===== src/sv/fre_pkg.sv =====
// Shared constants, codes and types of the four-register instruction executor.
`default_nettype none

package fre_pkg;

    // Sizes
    localparam int unsigned PROGRAM_DEPTH = 1024;
    localparam int unsigned PC_W          = 11;
    localparam int unsigned DATA_W        = 32;
    localparam int unsigned NUM_REGS      = 4;
    localparam int unsigned REG_IDX_W     = $clog2(NUM_REGS);
    localparam int unsigned OPC_W         = 4;
    localparam int unsigned ERR_W         = 2;
    localparam int unsigned DIV_CNT_W     = $clog2(DATA_W);

    // Largest usable program length
    localparam logic [PC_W-1:0] LEN_MAX = PC_W'(PROGRAM_DEPTH);

    // Opcodes
    localparam logic [OPC_W-1:0] OP_READ  = 4'd0;
    localparam logic [OPC_W-1:0] OP_PRINT = 4'd1;
    localparam logic [OPC_W-1:0] OP_MOV   = 4'd2;
    localparam logic [OPC_W-1:0] OP_ADD   = 4'd3;
    localparam logic [OPC_W-1:0] OP_SUB   = 4'd4;
    localparam logic [OPC_W-1:0] OP_MUL   = 4'd5;
    localparam logic [OPC_W-1:0] OP_DIV   = 4'd6;
    localparam logic [OPC_W-1:0] OP_JMP   = 4'd7;
    localparam logic [OPC_W-1:0] OP_JE    = 4'd8;
    localparam logic [OPC_W-1:0] OP_JNE   = 4'd9;
    localparam logic [OPC_W-1:0] OP_JG    = 4'd10;
    localparam logic [OPC_W-1:0] OP_JGE   = 4'd11;
    localparam logic [OPC_W-1:0] OP_JL    = 4'd12;
    localparam logic [OPC_W-1:0] OP_JLE   = 4'd13;

    // Error codes
    localparam logic [ERR_W-1:0] ERR_NONE     = 2'd0;
    localparam logic [ERR_W-1:0] ERR_MOV_DST  = 2'd1;
    localparam logic [ERR_W-1:0] ERR_BAD_JUMP = 2'd2;
    localparam logic [ERR_W-1:0] ERR_DIV_ZERO = 2'd3;

    // One decoded instruction
    typedef struct packed {
        logic [OPC_W-1:0]         opcode;
        logic                     src_is_reg;
        logic [REG_IDX_W-1:0]     src_reg;
        logic signed [DATA_W-1:0] src_imm;
        logic                     dst_is_reg;
        logic [REG_IDX_W-1:0]     dst_reg;
        logic signed [DATA_W-1:0] dst_imm;
        logic signed [PC_W-1:0]   jump_target;
        logic signed [DATA_W-1:0] read_value;
    } t_item;

    // One result
    typedef struct packed {
        logic [PC_W-1:0]          next_pc;
        logic                     print_valid;
        logic signed [DATA_W-1:0] print_value;
        logic [ERR_W-1:0]         error_code;
        logic                     halted;
    } t_result;

    // Controller to datapath
    typedef struct packed {
        logic load_in;
        logic alu;
        logic div_start;
        logic commit;
    } t_cmd;

    // Datapath to controller
    typedef struct packed {
        logic div_go;
        logic div_done;
    } t_sts;

endpackage

`default_nettype wire


===== src/sv/fre_if.sv =====
// Handshake channel interfaces: instruction input, result output, configuration write.
`default_nettype none

interface fre_in_if;
    logic                              valid;
    logic                              ready;
    logic [fre_pkg::OPC_W-1:0]         opcode;
    logic                              src_is_reg;
    logic [fre_pkg::REG_IDX_W-1:0]     src_reg;
    logic signed [fre_pkg::DATA_W-1:0] src_imm;
    logic                              dst_is_reg;
    logic [fre_pkg::REG_IDX_W-1:0]     dst_reg;
    logic signed [fre_pkg::DATA_W-1:0] dst_imm;
    logic signed [fre_pkg::PC_W-1:0]   jump_target;
    logic signed [fre_pkg::DATA_W-1:0] read_value;

    modport source (
        output valid, opcode, src_is_reg, src_reg, src_imm, dst_is_reg, dst_reg,
               dst_imm, jump_target, read_value,
        input  ready
    );
    modport sink (
        input  valid, opcode, src_is_reg, src_reg, src_imm, dst_is_reg, dst_reg,
               dst_imm, jump_target, read_value,
        output ready
    );
endinterface

interface fre_out_if;
    logic                              valid;
    logic                              ready;
    logic [fre_pkg::PC_W-1:0]          next_pc;
    logic                              print_valid;
    logic signed [fre_pkg::DATA_W-1:0] print_value;
    logic [fre_pkg::ERR_W-1:0]         error_code;
    logic                              halted;

    modport source (
        output valid, next_pc, print_valid, print_value, error_code, halted,
        input  ready
    );
    modport sink (
        input  valid, next_pc, print_valid, print_value, error_code, halted,
        output ready
    );
endinterface

interface fre_cfg_if;
    logic                      valid;
    logic                      ready;
    logic [fre_pkg::PC_W-1:0]  program_length;

    modport source (
        output valid, program_length,
        input  ready
    );
    modport sink (
        input  valid, program_length,
        output ready
    );
endinterface

`default_nettype wire


===== src/sv/fre_ram.sv =====
// Generic RAM: one write port, two read ports with registered read data.
`default_nettype none

module fre_ram #(
    parameter int unsigned WIDTH = 32,
    parameter int unsigned DEPTH = 4
) (
    input  wire logic                     i_clk,
    input  wire logic                     i_we,
    input  wire logic [$clog2(DEPTH)-1:0] i_waddr,
    input  wire logic [WIDTH-1:0]         i_wdata,
    input  wire logic [$clog2(DEPTH)-1:0] i_raddr0,
    input  wire logic [$clog2(DEPTH)-1:0] i_raddr1,
    output logic      [WIDTH-1:0]         o_rdata0,
    output logic      [WIDTH-1:0]         o_rdata1
);

    logic [WIDTH-1:0] r_mem [DEPTH];

    // Write and registered reads
    always_ff @(posedge i_clk) begin
        if (i_we) begin
            r_mem[i_waddr] <= i_wdata;
        end
        o_rdata0 <= r_mem[i_raddr0];
        o_rdata1 <= r_mem[i_raddr1];
    end

endmodule

`default_nettype wire


===== src/sv/fre_div.sv =====
// Iterative signed divider, one quotient bit per cycle, truncating toward zero.
`default_nettype none

module fre_div (
    input  wire logic                              i_clk,
    input  wire logic                              i_rst_n,
    input  wire logic                              i_start,
    input  wire logic signed [fre_pkg::DATA_W-1:0] i_dividend,
    input  wire logic signed [fre_pkg::DATA_W-1:0] i_divisor,
    output logic                                   o_done,
    output logic signed [fre_pkg::DATA_W-1:0]      o_quotient
);

    localparam int unsigned W = fre_pkg::DATA_W;

    logic                          r_busy;
    logic                          r_done;
    logic [fre_pkg::DIV_CNT_W-1:0] r_cnt;
    logic [W-1:0]                  r_rem;
    logic [W-1:0]                  r_quo;
    logic [W-1:0]                  r_dsr;
    logic                          r_neg;

    logic [W:0]   rem_sh;
    logic [W:0]   diff;
    logic [W-1:0] dvd_mag;
    logic [W-1:0] dsr_mag;

    // Magnitudes of the operands and one restoring step
    always_comb begin
        dvd_mag = i_dividend[W-1] ? W'(-i_dividend) : W'(i_dividend);
        dsr_mag = i_divisor[W-1]  ? W'(-i_divisor)  : W'(i_divisor);
        rem_sh  = {r_rem, r_quo[W-1]};
        diff    = rem_sh - {1'b0, r_dsr};
    end

    // Control: busy for one step per quotient bit, then pulse done
    always_ff @(posedge i_clk) begin
        if (!i_rst_n) begin
            r_busy <= 1'b0;
            r_done <= 1'b0;
            r_cnt  <= '0;
        end else begin
            r_done <= r_busy && (r_cnt == fre_pkg::DIV_CNT_W'(W - 1));
            if (i_start) begin
                r_busy <= 1'b1;
                r_cnt  <= '0;
            end else if (r_busy) begin
                r_cnt <= r_cnt + 1'b1;
                if (r_cnt == fre_pkg::DIV_CNT_W'(W - 1)) begin
                    r_busy <= 1'b0;
                end
            end
        end
    end

    // Data: shift the dividend through the quotient register
    always_ff @(posedge i_clk) begin
        if (i_start) begin
            r_rem <= '0;
            r_quo <= dvd_mag;
            r_dsr <= dsr_mag;
            r_neg <= i_dividend[W-1] ^ i_divisor[W-1];
        end else if (r_busy) begin
            if (!diff[W]) begin
                r_rem <= diff[W-1:0];
                r_quo <= {r_quo[W-2:0], 1'b1};
            end else begin
                r_rem <= rem_sh[W-1:0];
                r_quo <= {r_quo[W-2:0], 1'b0};
            end
        end
    end

    assign o_done     = r_done;
    assign o_quotient = r_neg ? -$signed(r_quo) : $signed(r_quo);

endmodule

`default_nettype wire


===== src/sv/fre_dp.sv =====
// Datapath: instruction register, register file, ALU, program counter and result register.
`default_nettype none

module fre_dp (
    input  wire logic                         i_clk,
    input  wire logic                         i_rst_n,
    input  wire fre_pkg::t_cmd                i_cmd,
    output fre_pkg::t_sts                     o_sts,
    input  wire fre_pkg::t_item               i_item,
    input  wire logic                         i_cfg_we,
    input  wire logic [fre_pkg::PC_W-1:0]     i_cfg_len,
    output fre_pkg::t_result                  o_result
);

    localparam int unsigned W  = fre_pkg::DATA_W;
    localparam int unsigned PW = fre_pkg::PC_W;

    fre_pkg::t_item                  r_item;
    logic [PW-1:0]                   r_len;
    logic [PW-1:0]                   r_pc;
    logic [fre_pkg::NUM_REGS-1:0]    r_vld;
    logic signed [W-1:0]             r_res;
    logic                            r_wr;
    logic [fre_pkg::REG_IDX_W-1:0]   r_widx;
    logic [fre_pkg::ERR_W-1:0]       r_err;
    logic [PW-1:0]                   r_next;
    logic                            r_pv;
    logic signed [W-1:0]             r_pval;
    fre_pkg::t_result                r_result;

    logic signed [W-1:0]             n_res;
    logic                            n_wr;
    logic [fre_pkg::REG_IDX_W-1:0]   n_widx;
    logic [fre_pkg::ERR_W-1:0]       n_err;
    logic [PW-1:0]                   n_next;
    logic                            n_pv;
    logic signed [W-1:0]             n_pval;

    logic [W-1:0]                    rdata0;
    logic [W-1:0]                    rdata1;
    logic signed [W-1:0]             opa;
    logic signed [W-1:0]             opb;
    logic [PW-1:0]                   len_eff;
    logic [PW-1:0]                   pc_inc;
    logic                            tgt_ok;
    logic                            take;
    logic                            div_done;
    logic signed [W-1:0]             quotient;

    // Register file storage; entries never written read as zero
    fre_ram #(
        .WIDTH (W),
        .DEPTH (fre_pkg::NUM_REGS)
    ) u_rf (
        .i_clk    (i_clk),
        .i_we     (i_cmd.commit && r_wr),
        .i_waddr  (r_widx),
        .i_wdata  (r_res),
        .i_raddr0 (r_item.src_reg),
        .i_raddr1 (r_item.dst_reg),
        .o_rdata0 (rdata0),
        .o_rdata1 (rdata1)
    );

    // Divider, used only by the divide instruction
    fre_div u_div (
        .i_clk      (i_clk),
        .i_rst_n    (i_rst_n),
        .i_start    (i_cmd.div_start),
        .i_dividend (opa),
        .i_divisor  (opb),
        .o_done     (div_done),
        .o_quotient (quotient)
    );

    // Operand selection, jump check and program counter increment
    always_comb begin
        opa     = r_item.src_is_reg
                ? (r_vld[r_item.src_reg] ? $signed(rdata0) : '0) : r_item.src_imm;
        opb     = r_item.dst_is_reg
                ? (r_vld[r_item.dst_reg] ? $signed(rdata1) : '0) : r_item.dst_imm;
        len_eff = (r_len > fre_pkg::LEN_MAX) ? fre_pkg::LEN_MAX : r_len;
        pc_inc  = r_pc + 1'b1;
        tgt_ok  = !r_item.jump_target[PW-1] && (PW'(r_item.jump_target) <= len_eff);
    end

    // Execute the instruction
    always_comb begin
        n_res  = '0;
        n_wr   = 1'b0;
        n_widx = r_item.dst_reg;
        n_err  = fre_pkg::ERR_NONE;
        n_pv   = 1'b0;
        n_pval = '0;
        take   = 1'b0;
        unique case (r_item.opcode)
            fre_pkg::OP_READ: begin
                n_res  = r_item.read_value;
                n_wr   = r_item.src_is_reg;
                n_widx = r_item.src_reg;
            end
            fre_pkg::OP_PRINT: begin
                n_pv   = 1'b1;
                n_pval = opa;
            end
            fre_pkg::OP_MOV: begin
                n_res = opa;
                n_wr  = r_item.dst_is_reg;
                if (!r_item.dst_is_reg) begin
                    n_err = fre_pkg::ERR_MOV_DST;
                end
            end
            fre_pkg::OP_ADD: begin
                n_res = opa + opb;
                n_wr  = r_item.dst_is_reg;
            end
            fre_pkg::OP_SUB: begin
                n_res = opb - opa;
                n_wr  = r_item.dst_is_reg;
            end
            fre_pkg::OP_MUL: begin
                n_res = opa * opb;
                n_wr  = r_item.dst_is_reg;
            end
            fre_pkg::OP_DIV: begin
                if (opb == '0) begin
                    n_err = fre_pkg::ERR_DIV_ZERO;
                end else begin
                    n_wr = r_item.dst_is_reg;
                end
            end
            fre_pkg::OP_JMP: take = 1'b1;
            fre_pkg::OP_JE:  take = (opa == opb);
            fre_pkg::OP_JNE: take = (opa != opb);
            fre_pkg::OP_JG:  take = (opa > opb);
            fre_pkg::OP_JGE: take = (opa >= opb);
            fre_pkg::OP_JL:  take = (opa < opb);
            fre_pkg::OP_JLE: take = (opa <= opb);
            default: ;
        endcase
        n_next = pc_inc;
        if (take) begin
            if (tgt_ok) begin
                n_next = PW'(r_item.jump_target);
            end else begin
                n_err = fre_pkg::ERR_BAD_JUMP;
            end
        end
    end

    // Control state: program counter, length, entry valid bits
    always_ff @(posedge i_clk) begin
        if (!i_rst_n) begin
            r_pc  <= '0;
            r_len <= '0;
            r_vld <= '0;
        end else begin
            if (i_cfg_we) begin
                r_len <= i_cfg_len;
            end
            if (i_cmd.commit) begin
                r_pc <= r_next;
                if (r_wr) begin
                    r_vld[r_widx] <= 1'b1;
                end
            end
        end
    end

    // Payload: hold the item, latch the execution outcome, build the result
    always_ff @(posedge i_clk) begin
        if (i_cmd.load_in) begin
            r_item <= i_item;
        end
        if (i_cmd.alu) begin
            r_res  <= n_res;
            r_wr   <= n_wr;
            r_widx <= n_widx;
            r_err  <= n_err;
            r_next <= n_next;
            r_pv   <= n_pv;
            r_pval <= n_pval;
        end else if (div_done) begin
            r_res <= quotient;
        end
        if (i_cmd.commit) begin
            r_result.next_pc     <= r_next;
            r_result.print_valid <= r_pv;
            r_result.print_value <= r_pval;
            r_result.error_code  <= r_err;
            r_result.halted      <= (r_next >= len_eff);
        end
    end

    assign o_sts.div_go   = (r_item.opcode == fre_pkg::OP_DIV) && (opb != '0);
    assign o_sts.div_done = div_done;
    assign o_result       = r_result;

endmodule

`default_nettype wire


===== src/sv/fre_ctrl.sv =====
// Controller: sequences one instruction through read, execute, divide and commit.
`default_nettype none

module fre_ctrl (
    input  wire logic          i_clk,
    input  wire logic          i_rst_n,
    input  wire logic          i_in_valid,
    output logic               o_in_ready,
    output logic               o_out_valid,
    input  wire logic          i_out_ready,
    input  wire fre_pkg::t_sts i_sts,
    output fre_pkg::t_cmd      o_cmd
);

    typedef enum logic [2:0] {
        S_IDLE,
        S_READ,
        S_EXEC,
        S_DIV,
        S_FIN
    } t_state;

    t_state r_state;
    logic   r_in_ready;
    logic   r_out_valid;
    logic   out_free;

    assign out_free = !r_out_valid || i_out_ready;

    // Commands to the datapath
    always_comb begin
        o_cmd.load_in   = (r_state == S_IDLE) && i_in_valid && r_in_ready;
        o_cmd.alu       = (r_state == S_EXEC);
        o_cmd.div_start = (r_state == S_EXEC) && i_sts.div_go;
        o_cmd.commit    = (r_state == S_FIN) && out_free;
    end

    // State and handshake flags
    always_ff @(posedge i_clk) begin
        if (!i_rst_n) begin
            r_state     <= S_IDLE;
            r_in_ready  <= 1'b1;
            r_out_valid <= 1'b0;
        end else begin
            if (r_out_valid && i_out_ready) begin
                r_out_valid <= 1'b0;
            end
            unique case (r_state)
                S_IDLE: begin
                    if (i_in_valid && r_in_ready) begin
                        r_in_ready <= 1'b0;
                        r_state    <= S_READ;
                    end
                end
                S_READ: begin
                    r_state <= S_EXEC;
                end
                S_EXEC: begin
                    r_state <= i_sts.div_go ? S_DIV : S_FIN;
                end
                S_DIV: begin
                    if (i_sts.div_done) begin
                        r_state <= S_FIN;
                    end
                end
                S_FIN: begin
                    if (out_free) begin
                        r_out_valid <= 1'b1;
                        r_in_ready  <= 1'b1;
                        r_state     <= S_IDLE;
                    end
                end
                default: r_state <= S_IDLE;
            endcase
        end
    end

    assign o_in_ready  = r_in_ready;
    assign o_out_valid = r_out_valid;

endmodule

`default_nettype wire


===== src/sv/four_register_instruction_executor.sv =====
// Each accepted item passes through the read, execute and finish states; a divide by nonzero
// also passes through the divide state. Items go one at a time; the divider retires
// one quotient bit per cycle. The result register lets the next
// item enter while a result waits. Reset (synchronous, active low) clears the
// registers to zero, the program counter and program length to zero, and empties the
// result register; the register file needs no clearing pass.
`default_nettype none

module four_register_instruction_executor (
    input  wire logic  i_clk,
    input  wire logic  i_rst_n,
    fre_in_if.sink     i_in,
    fre_cfg_if.sink    i_cfg,
    fre_out_if.source  o_out
);

    fre_pkg::t_cmd    cmd;
    fre_pkg::t_sts    sts;
    fre_pkg::t_item   item;
    fre_pkg::t_result result;
    logic             in_ready;
    logic             out_valid;

    // Gather the input item
    always_comb begin
        item.opcode      = i_in.opcode;
        item.src_is_reg  = i_in.src_is_reg;
        item.src_reg     = i_in.src_reg;
        item.src_imm     = i_in.src_imm;
        item.dst_is_reg  = i_in.dst_is_reg;
        item.dst_reg     = i_in.dst_reg;
        item.dst_imm     = i_in.dst_imm;
        item.jump_target = i_in.jump_target;
        item.read_value  = i_in.read_value;
    end

    fre_ctrl u_ctrl (
        .i_clk       (i_clk),
        .i_rst_n     (i_rst_n),
        .i_in_valid  (i_in.valid),
        .o_in_ready  (in_ready),
        .o_out_valid (out_valid),
        .i_out_ready (o_out.ready),
        .i_sts       (sts),
        .o_cmd       (cmd)
    );

    fre_dp u_dp (
        .i_clk     (i_clk),
        .i_rst_n   (i_rst_n),
        .i_cmd     (cmd),
        .o_sts     (sts),
        .i_item    (item),
        .i_cfg_we  (i_cfg.valid),
        .i_cfg_len (i_cfg.program_length),
        .o_result  (result)
    );

    // Drive the channels
    assign i_in.ready        = in_ready;
    assign i_cfg.ready       = 1'b1;
    assign o_out.valid       = out_valid;
    assign o_out.next_pc     = result.next_pc;
    assign o_out.print_valid = result.print_valid;
    assign o_out.print_value = result.print_value;
    assign o_out.error_code  = result.error_code;
    assign o_out.halted      = result.halted;

endmodule

`default_nettype wire

===== src/flat_wrapper.sv =====
// flat-port wrapper written by rule: the top's interface ports become plain ports
module four_register_instruction_executor_flat 
  (i_clk, i_rst_n, i_in_valid, i_in_opcode, i_in_src_is_reg, i_in_src_reg, i_in_src_imm, i_in_dst_is_reg, i_in_dst_reg, i_in_dst_imm, i_in_jump_target, i_in_read_value, i_in_ready, i_cfg_valid, i_cfg_program_length, i_cfg_ready, o_out_valid, o_out_next_pc, o_out_print_valid, o_out_print_value, o_out_error_code, o_out_halted, o_out_ready);
  fre_in_if i_in_i ();
  fre_cfg_if i_cfg_i ();
  fre_out_if o_out_i ();
  input  wire logic i_clk;
  input  wire logic i_rst_n;
  input wire logic [$bits(i_in_i.valid)-1:0] i_in_valid;
  input wire logic [$bits(i_in_i.opcode)-1:0] i_in_opcode;
  input wire logic [$bits(i_in_i.src_is_reg)-1:0] i_in_src_is_reg;
  input wire logic [$bits(i_in_i.src_reg)-1:0] i_in_src_reg;
  input wire logic [$bits(i_in_i.src_imm)-1:0] i_in_src_imm;
  input wire logic [$bits(i_in_i.dst_is_reg)-1:0] i_in_dst_is_reg;
  input wire logic [$bits(i_in_i.dst_reg)-1:0] i_in_dst_reg;
  input wire logic [$bits(i_in_i.dst_imm)-1:0] i_in_dst_imm;
  input wire logic [$bits(i_in_i.jump_target)-1:0] i_in_jump_target;
  input wire logic [$bits(i_in_i.read_value)-1:0] i_in_read_value;
  output wire logic [$bits(i_in_i.ready)-1:0] i_in_ready;
  input wire logic [$bits(i_cfg_i.valid)-1:0] i_cfg_valid;
  input wire logic [$bits(i_cfg_i.program_length)-1:0] i_cfg_program_length;
  output wire logic [$bits(i_cfg_i.ready)-1:0] i_cfg_ready;
  output wire logic [$bits(o_out_i.valid)-1:0] o_out_valid;
  output wire logic [$bits(o_out_i.next_pc)-1:0] o_out_next_pc;
  output wire logic [$bits(o_out_i.print_valid)-1:0] o_out_print_valid;
  output wire logic [$bits(o_out_i.print_value)-1:0] o_out_print_value;
  output wire logic [$bits(o_out_i.error_code)-1:0] o_out_error_code;
  output wire logic [$bits(o_out_i.halted)-1:0] o_out_halted;
  input wire logic [$bits(o_out_i.ready)-1:0] o_out_ready;
  assign i_in_i.valid = i_in_valid;
  assign i_in_i.opcode = i_in_opcode;
  assign i_in_i.src_is_reg = i_in_src_is_reg;
  assign i_in_i.src_reg = i_in_src_reg;
  assign i_in_i.src_imm = i_in_src_imm;
  assign i_in_i.dst_is_reg = i_in_dst_is_reg;
  assign i_in_i.dst_reg = i_in_dst_reg;
  assign i_in_i.dst_imm = i_in_dst_imm;
  assign i_in_i.jump_target = i_in_jump_target;
  assign i_in_i.read_value = i_in_read_value;
  assign i_in_ready = i_in_i.ready;
  assign i_cfg_i.valid = i_cfg_valid;
  assign i_cfg_i.program_length = i_cfg_program_length;
  assign i_cfg_ready = i_cfg_i.ready;
  assign o_out_valid = o_out_i.valid;
  assign o_out_next_pc = o_out_i.next_pc;
  assign o_out_print_valid = o_out_i.print_valid;
  assign o_out_print_value = o_out_i.print_value;
  assign o_out_error_code = o_out_i.error_code;
  assign o_out_halted = o_out_i.halted;
  assign o_out_i.ready = o_out_ready;
  four_register_instruction_executor u_core (.i_clk(i_clk), .i_rst_n(i_rst_n), .i_in(i_in_i), .i_cfg(i_cfg_i), .o_out(o_out_i));
endmodule

===== config.mk =====
export PLATFORM = sky130hd
export DESIGN_NAME = four_register_instruction_executor_flat
export DESIGN_NICKNAME = d
export VERILOG_FILES = /design/src/sv/fre_pkg.sv /design/src/sv/fre_if.sv /design/src/sv/fre_ram.sv /design/src/sv/fre_div.sv /design/src/sv/fre_dp.sv /design/src/sv/fre_ctrl.sv /design/src/sv/four_register_instruction_executor.sv /design/src/flat_wrapper.sv
export SDC_FILE = /design/constraint.sdc
export NUM_CORES = 2
export LEC_CHECK = 0
export CAP_MARGIN = 20
export CORE_MARGIN = 2
export CORE_UTILIZATION = 58
export DETAILED_ROUTE_END_ITERATION = 12
export DONT_BUFFER_PORTS = 1
export GPL_TIMING_DRIVEN = 0
export HOLD_SLACK_MARGIN = 0.05
export PLACE_DENSITY_LB_ADDON = 0.12
export SYNTH_ARGS = -nofsm -noshare
export SYNTH_HDL_FRONTEND = slang
export SYNTH_HIERARCHICAL = 1
export SYNTH_SLANG_ARGS = --single-unit

===== constraint.sdc =====
create_clock -name i_clk -period 7.7 [get_ports i_clk]
set_clock_uncertainty 0.1 [all_clocks]
set_input_delay 1.54 -clock i_clk [delete_from_list [all_inputs] [get_ports i_clk]]
set_output_delay 1.54 -clock i_clk [all_outputs]
set_load 0.01 [all_outputs]

; ---- Word level (Yosys, flattened, before mapping)
; Memories as Yosys holds them, arrays and structs flattened. A register that Yosys moved wholly into a read port is not among the register bits.
; Index checks and enable logic that the tools add are counted.
[word_totals]
register_bits = 380
ram_bits = 128
inputBits = 133
out_inout_bits = 50
elab_cells = 157
mem_count = 1
[memory_table]
columns = memory, depth, word_bits, rd, rd_clocked_by_memory_dff, wr, line_no
row1 = u_core.u_dp.u_rf.r_mem, 4, 32, 2, 2, 1, fre_ram.sv:18  ; logic [WIDTH-1:0] r_mem [DEPTH];
[op_classes]
add_sub_neg = 8
mul = 1
n_lt_le_gt_ge = 11
n_eq_ne = 23
mux = 49
bitwise_logic = 3
reduce_logical = 26
[op_table]
columns = operator, count
row1 = two-way mux 32 bit, 11
row2 = case mux 32 bit (5 select lines), 1
row3 = negation 32 bit, 3
row4 = two-way mux 11 bit, 3
row5 = subtractor 33 x 32 -> 33 bit, 1
row6 = adder 32 bit, 1
row7 = == test 32 bit, 1
row8 = >= comparator 32 bit, 1
row9 = greater-than comparator 32 bit, 1
row10 = <= comparator 32 bit, 1
row11 = logical NOT 32 bit, 1
row12 = < comparator 32 bit, 1
row13 = multiplier 32 x 32 -> 32 bit, 1
row14 = != test 32 bit, 1
row15 = nonzero test 32 bit, 1
row16 = subtractor 32 bit, 1
row17 = two-way mux 31 bit, 1
row18 = "== test 4 bit, second input constant", 6
row19 = two-way mux 1 bit, 17
row20 = "== test 4 x 3 -> 1 bit, second input constant", 4
row21 = case mux 3 bit (5 select lines), 1
row22 = two-way mux 3 bit, 4
row23 = "adder 11 x 1 -> 11 bit, second input constant", 1
row24 = >= comparator 11 bit, 1
row25 = other kinds (33), 56

; ---- Logic depth before layout (Yosys ltp)
[depth]
depth_word = 9
mapped_depth = 34
mapped_depth_nobuf = 31

; ---- Modules after synthesis
; Netlist, hierarchy kept.
[modules_own_cells]
columns = mod, n_inst, cells_each, area_each_um2, seq_area_each_um2
row1 = fre_dp, 1, 3106, 30195.2, 7877.6
row2 = fre_div, 1, 903, 7687.4, 2732.6
row3 = fre_ram, 1, 274, 6785.3, 5124.9
row4 = fre_ctrl, 1, 29, 257.7, 100.1
row5 = four_register_instruction_executor, 1, 2, 11.3, 0.0

; ---- Worst setup path before layout
; OpenSTA, ideal clock, no wires.
[synth_timing]
path_type = register to register
from = register u_core/u_dp/r_item[75] (netlist name)
to = register u_core.u_dp.r_res[24], data pin
setup_time_ps = 256
arrival_time_ps = 8150
t_required_ps = 7344
path_slack_ps = -806
stages_incl_launch_ff = 32
path_buffers = 4
path_cell_list = edfxtp_1 mux4_2 buf_6 and2_4 buf_6 buf_6 a2bb2oi_1 clkbuf_1 nor2_1 fa_1 fa_1 inv_1 fa_1 fa_1 inv_1 fa_1 inv_1 fa_1 inv_1 fa_1 fa_1 ha_1 a211o_1 a21oi_1 nor2b_1 a211o_1 a21o_1 a21oi_1 xnor2_1 a222oi_1 o21ai_0 a22o_1
[synth_between]
elab_chain_cells = 7
[synth_lines]
columns = item, line_no
row1 = start: declaration, fre_dp.sv:18  ; fre_pkg::t_item r_item;
row2 = start signal: assignment, fre_dp.sv:173  ; r_item <= i_item;
row3 = binary-select mux 1 bit (select 2 bit) (*), fre_dp.sv:81  ; ? (r_vld[r_item.dst_reg] ? $signed(rdata1) : '0) : r_item.dst_imm;
row4 = two-way mux 1 bit (implied by the code) (*), fre_dp.sv:81
row5 = two-way mux 32 bit (*) (2 in a row), fre_dp.sv:81
row6 = "multiplier 32 x 32 -> 32 bit, or another cell as far along", fre_dp.sv:122  ; n_res = opa * opb;
row7 = case mux 32 bit (5 select lines) (*), fre_dp.sv:96  ; unique case (r_item.opcode)
row8 = two-way mux 32 bit (*), fre_dp.sv:175  ; if (i_cmd.alu) begin
row9 = end signal: assignment, fre_dp.sv:176  ; r_res <= n_res;
row10 = end signal: assignment, fre_dp.sv:184  ; r_res <= quotient;
row11 = end: declaration, fre_dp.sv:22  ; logic signed [W-1:0] r_res;
; Every way passes the cells marked *; elsewhere a longest branch is shown, timed or not. The select of a mux whose other input is x is not followed.
; A chain may end at the register's enable or synchronous reset.

; ---- Worst setup path after layout
[layout_timing]
from = register u_core/u_dp/r_item[75] (netlist name)
to = register u_core.u_dp.r_res[31], data pin
[layout_between]
elab_chain_cells = 7
[layout_lines]
columns = item, line_no
row1 = binary-select mux 1 bit (select 2 bit) (*), fre_dp.sv:81
row2 = two-way mux 1 bit (implied by the code) (*), fre_dp.sv:81
row3 = two-way mux 32 bit (*) (2 in a row), fre_dp.sv:81
row4 = net u_core.u_dp.opb[15], fre_dp.sv:42  ; logic signed [W-1:0] opb;
row5 = "multiplier 32 x 32 -> 32 bit, or another cell as far along", fre_dp.sv:122
row6 = case mux 32 bit (5 select lines) (*), fre_dp.sv:96
row7 = two-way mux 32 bit (*), fre_dp.sv:175
; The timed path passes the listed nets; every way through them passes the cells marked *. The select of a mux whose other input is x is not followed.

==> impl_metrics.py <==
metrics = {
    "run_status": {
        "status": "finished with violations",
        "failed_checks": "setup timing",
    },
    "hold_path": {
        "hold_path_class": "flop to flop",
    },
    "synthesis": {
        "synth_cells": 4314,
        "synth_mux_area_frac": 0.0438,
        "ys_warn_count": 6,
        "synth_compound_area_frac": 0.108,
        "synth-edff-count": 438,
        "syn_area_um2": 44900,
        "synth-simple-area-share": 0.124,
        "ys_ff_latch": 572,
        "synthAdderAreaFrac": 0.259,
        "syn_nets": 5131,
        "synth_top_family_by_area": "adder cells",
        "synth_cell_types": 98,
        "avgSynthCellArea_um2": 10.4,
        "ys_seq_area_frac": 0.352,
        "synth.area.top_cells": "edfxtp_1 (29%), fa_1 (18%), ha_1 (7.6%)",
        "synth_flop_cell": "edfxtp_1",
        "synth-xor-area-share": 0.0431,
        "synth.largest_area_cell": "edfxtp_1",
        "yosysTopAreaCellShare": 0.293,
        "async_flop_share": 0,
    },
    "finish": {
        "fin_nets": 5398,
        "final-instance-count-excl-fill": 5679,
        "drive_above_1_share": 0.170,
        "synthToLayoutAreaGrowth_pct": 17.6,
        "nFillCells": 5833,
        "postLayoutCellArea_um2": 52900,
        "ff_latch_area_um2": 15800,
        "multi_input_area_um2": 27600,
        "utilization": 0.686,
    },
    "detailed_routing": {
        "vias_per_cell": 6.37,
        "drc": 0,
        "dr.max_layer_used": "met5",
        "routedWlPerCell_um": 29.7,
        "drtIter0Drc": 4564,
        "met3_length_um": 23400,
        "wl_met2_um": 71100,
        "dr.pass1.iters": 8,
        "vias": 36185,
        "wl_um": 168000,
        "ant_nets": 0,
        "drt-met1-wl_um": 60800,
    },
    "setup_path": {
        "end_kind": "flop",
        "worstPathArrival_ps": 9560,
        "cp_max_fo": 7,
        "critPathRequiredTime_ps": 8070,
        "slowest_delay_ps": 600,
        "crit_family": "adder cells",
        "crit_buf_inv": 5,
        "cp-start-kind": "flop",
        "crit_top_cell": "fa_1",
        "rrSetupSlack_ps": -1490,
        "critical-path-slowest-cell": "fa_1",
        "crit_type": "flop to flop",
    },
    "placement": {
        "gp_congestion": 1.03,
        "dp_slack_ps": -2600,
        "dp_cells": 5383,
        "dp_hpwl_um": 124000,
        "placed_area_um2": 47100,
        "io_buffers": 0,
    },
    "timing": {
        "whs_ps": 320,
        "report.final.setup_viol": 24,
        "finalCritPeriodShare": 1.19,
        "tightest_slew_ps": 1260,
        "maxSlewViolCount": 0,
        "worst_slack_ps": -1490,
        "rsz0062_at_grt": "true",
        "maxSlewHeadroom": 0.154,
        "setup_tns_ps": -22370,
        "hold_viol_final": 0,
        "max_freq_mhz": 109,
        "period_needed_ps": 9190,
    },
    "clock_network": {
        "cts-htree-levels": 2,
        "cts_root_buffer": "clkbuf_16",
        "clockBufferDepth": 3,
        "clock_latency_ps": 630,
        "numCtsBuffers": 59,
        "path_clk_slew_ps": 70,
        "cts_sinks": 572,
        "cts_tree": "built",
    },
    "global_route": {
        "overflow": 0,
        "antenna_found_initial": 7,
        "grt_pass1_vias": 35074,
        "grt_use_total": 0.424,
        "grt_pass1_wl_um": 240000,
        "grt_max_degree": 67,
    },
    "power_and_ir_drop": {
        "power.total_mw": 14.0,
        "clockPowerShare": 0.208,
        "p_sw_mw": 5.77,
        "power.leakage_nw": 21.5,
        "p_seq_frac": 0.256,
        "p_sw_frac": 0.412,
        "internal-power_mw": 8.22,
        "pwr-share-comb": 0.536,
        "vdd_ir_drop_max_uv": 395,
        "power_density_nw_per_um2": 265,
    },
    "die": {
        "initial_core_util": 0.583,
        "fp.dieW_um": 282,
        "die_area_um2": 79700,
        "io_pins": 183,
        "num_rows": 102,
        "core_area_um2": 77100,
        "die_h_um": 282,
    },
    "run": {
        "maxCapViolCount": 0,
    },
}
[path summary, 6_finish.rpt]
kind,from,depth (start not counted),to
hold / removal,u_core/u_dp/r_pval[5]$_SDFFCE_PN0P_,0,u_core/u_dp/o_result[8]$_DFFE_PP_
hold reg to reg,u_core/u_dp/r_pval[5]$_SDFFCE_PN0P_,0,u_core/u_dp/o_result[8]$_DFFE_PP_
setup / recovery,u_core/u_dp/r_item[75]$_DFFE_PP_,28,u_core/u_dp/r_res[31]$_DFFE_PP_
setup reg to reg,u_core/u_dp/r_item[75]$_DFFE_PP_,28,u_core/u_dp/r_res[31]$_DFFE_PP_
[power groups by stage]
stage | clock (mW) | combinational, mW | sequential (mW)
3_3_place_gp | 0 | 5.77 | 3.63
2_1_floorplan | 0 | 3.75 | 3.58
6_report | 2.91 | 7.50 | 3.57
5_1_grt | 3.06 | 7.86 | 3.58
4_1_cts | 2.94 | 6.89 | 3.57
3_5_place_dp | 0 | 5.80 | 3.63
[worst reg2reg max path, delay by kind of cell (launching register included)]
family / cells / cell delay, ps
XOR/XNOR: 9 / 2000
buffers and inverters: 5 / 780
AND/OR/NAND/NOR: 2 / 320
multiplexers: 1 / 560
AO/OA/AOI/OAI: 2 / 680
adder cells (fa/ha/maj): 9 / 4210
flip-flops: 1 / 380
[cells in the mapped netlist (all sizes together), types with 66 or more instances]
cell and instances:
dfxtp 134, clkbuf 137, o21ai 127, nor2b 91, nand2 295, ha 273, fa 411, mux4 66
edfxtp 438, a21oi 167, xnor2 155, inv 575, nor2 599
[sequential cells by signal, summed over array words and instances, names as in the netlist, 32 cells and up]
signal                     count
u_core/u_dp/u_rf/r_mem       128
u_core/u_dp/r_item           117
u_core/u_dp/o_result          47
u_core/u_dp/r_pval            32
u_core/u_dp/r_res             32
u_core/u_dp/u_div/r_dsr       32
u_core/u_dp/u_div/r_quo       32
u_core/u_dp/u_div/r_rem       32
u_core/u_dp/u_rf/o_rdata0     32
u_core/u_dp/u_rf/o_rdata1     32
[area by class of cell]
class / instances / share of cell area
timing repair buffer: 210 / 0.0383
antenna: 7 / 0.000331
inverter: 587 / 0.0451
sequential: 572 / 0.300
multi-input combinational: 2959 / 0.523
buffer: 192 / 0.0315
clock buffer: 77 / 0.0304
tap: 1040 / 0.0246
clock inverter: 35 / 0.00724
[cells in the final DEF (no fill, tap or decap), types with 16 or more instances in the layout]
master | netlist | routed
nand2b_1 | 27 | 26
nor3_1 | 39 | 35
fa_1 | 411 | 384
nand3_1 | 48 | 43
a222oi_1 | 16 | 16
ha_4 | 0 | 29
ha_1 | 273 | 237
a31oi_4 | 0 | 21
o21a_1 | 24 | 23
o21bai_1 | 16 | 16
a21o_1 | 32 | 32
a211oi_1 | 18 | 16
inv_1 | 573 | 534
edfxtp_1 | 438 | 438
fa_2 | 0 | 27
dfxtp_1 | 134 | 134
a21oi_1 | 164 | 149
and3_1 | 19 | 16
buf_12 | 6 | 26
o31ai_1 | 37 | 36
nand4_1 | 20 | 20
a31oi_1 | 44 | 23
nor2_1 | 598 | 582
clkbuf_1 | 137 | 97
xnor2_1 | 154 | 144
nor2b_1 | 90 | 89
clkbuf_16 | 0 | 77
a311oi_1 | 26 | 26
xor2_1 | 60 | 54
buf_4 | 4 | 166
a221oi_1 | 16 | 16
o21ai_0 | 115 | 98
mux2i_1 | 32 | 32
o211ai_1 | 18 | 18
clkinvlp_4 | 0 | 23
nand2_1 | 295 | 291
buf_6 | 6 | 39
mux4_2 | 62 | 62
or3_1 | 29 | 27
buf_2 | 25 | 16
[kinds of logic (layout without fill, tap and decap cells)]
group | Yosys count | in the layout
and+or+nand+nor | 1246 | 1246
buffers and inverters | 783 | 1101
AOI/OAI and AO/OA | 700 | 700
adders and majority gates | 684 | 684
DFF | 572 | 572
xor gates and xnor gates | 217 | 217
muxes | 111 | 111
other | 1 | 8
[metal layers]
| layer | track usage | vias to the layer above |
|---|---|---|
| li1 | - | 15230 |
| met1 | 0.556 | 17746 |
| met2 | 0.615 | 2609 |
| met3 | 0.133 | 594 |
| met4 | 0.261 | 6 |
| met5 | 0 | - |
[what timing repair did]
item,4_1_cts,5_1_grt
buffers inserted,134,45
gates cloned,2,1
gates resized for setup,397,99
pin swaps,97,64
hold buffers,0,0
endpoints found under the setup margin,25,24
Note: power is estimated with default switching activity, not from simulation.
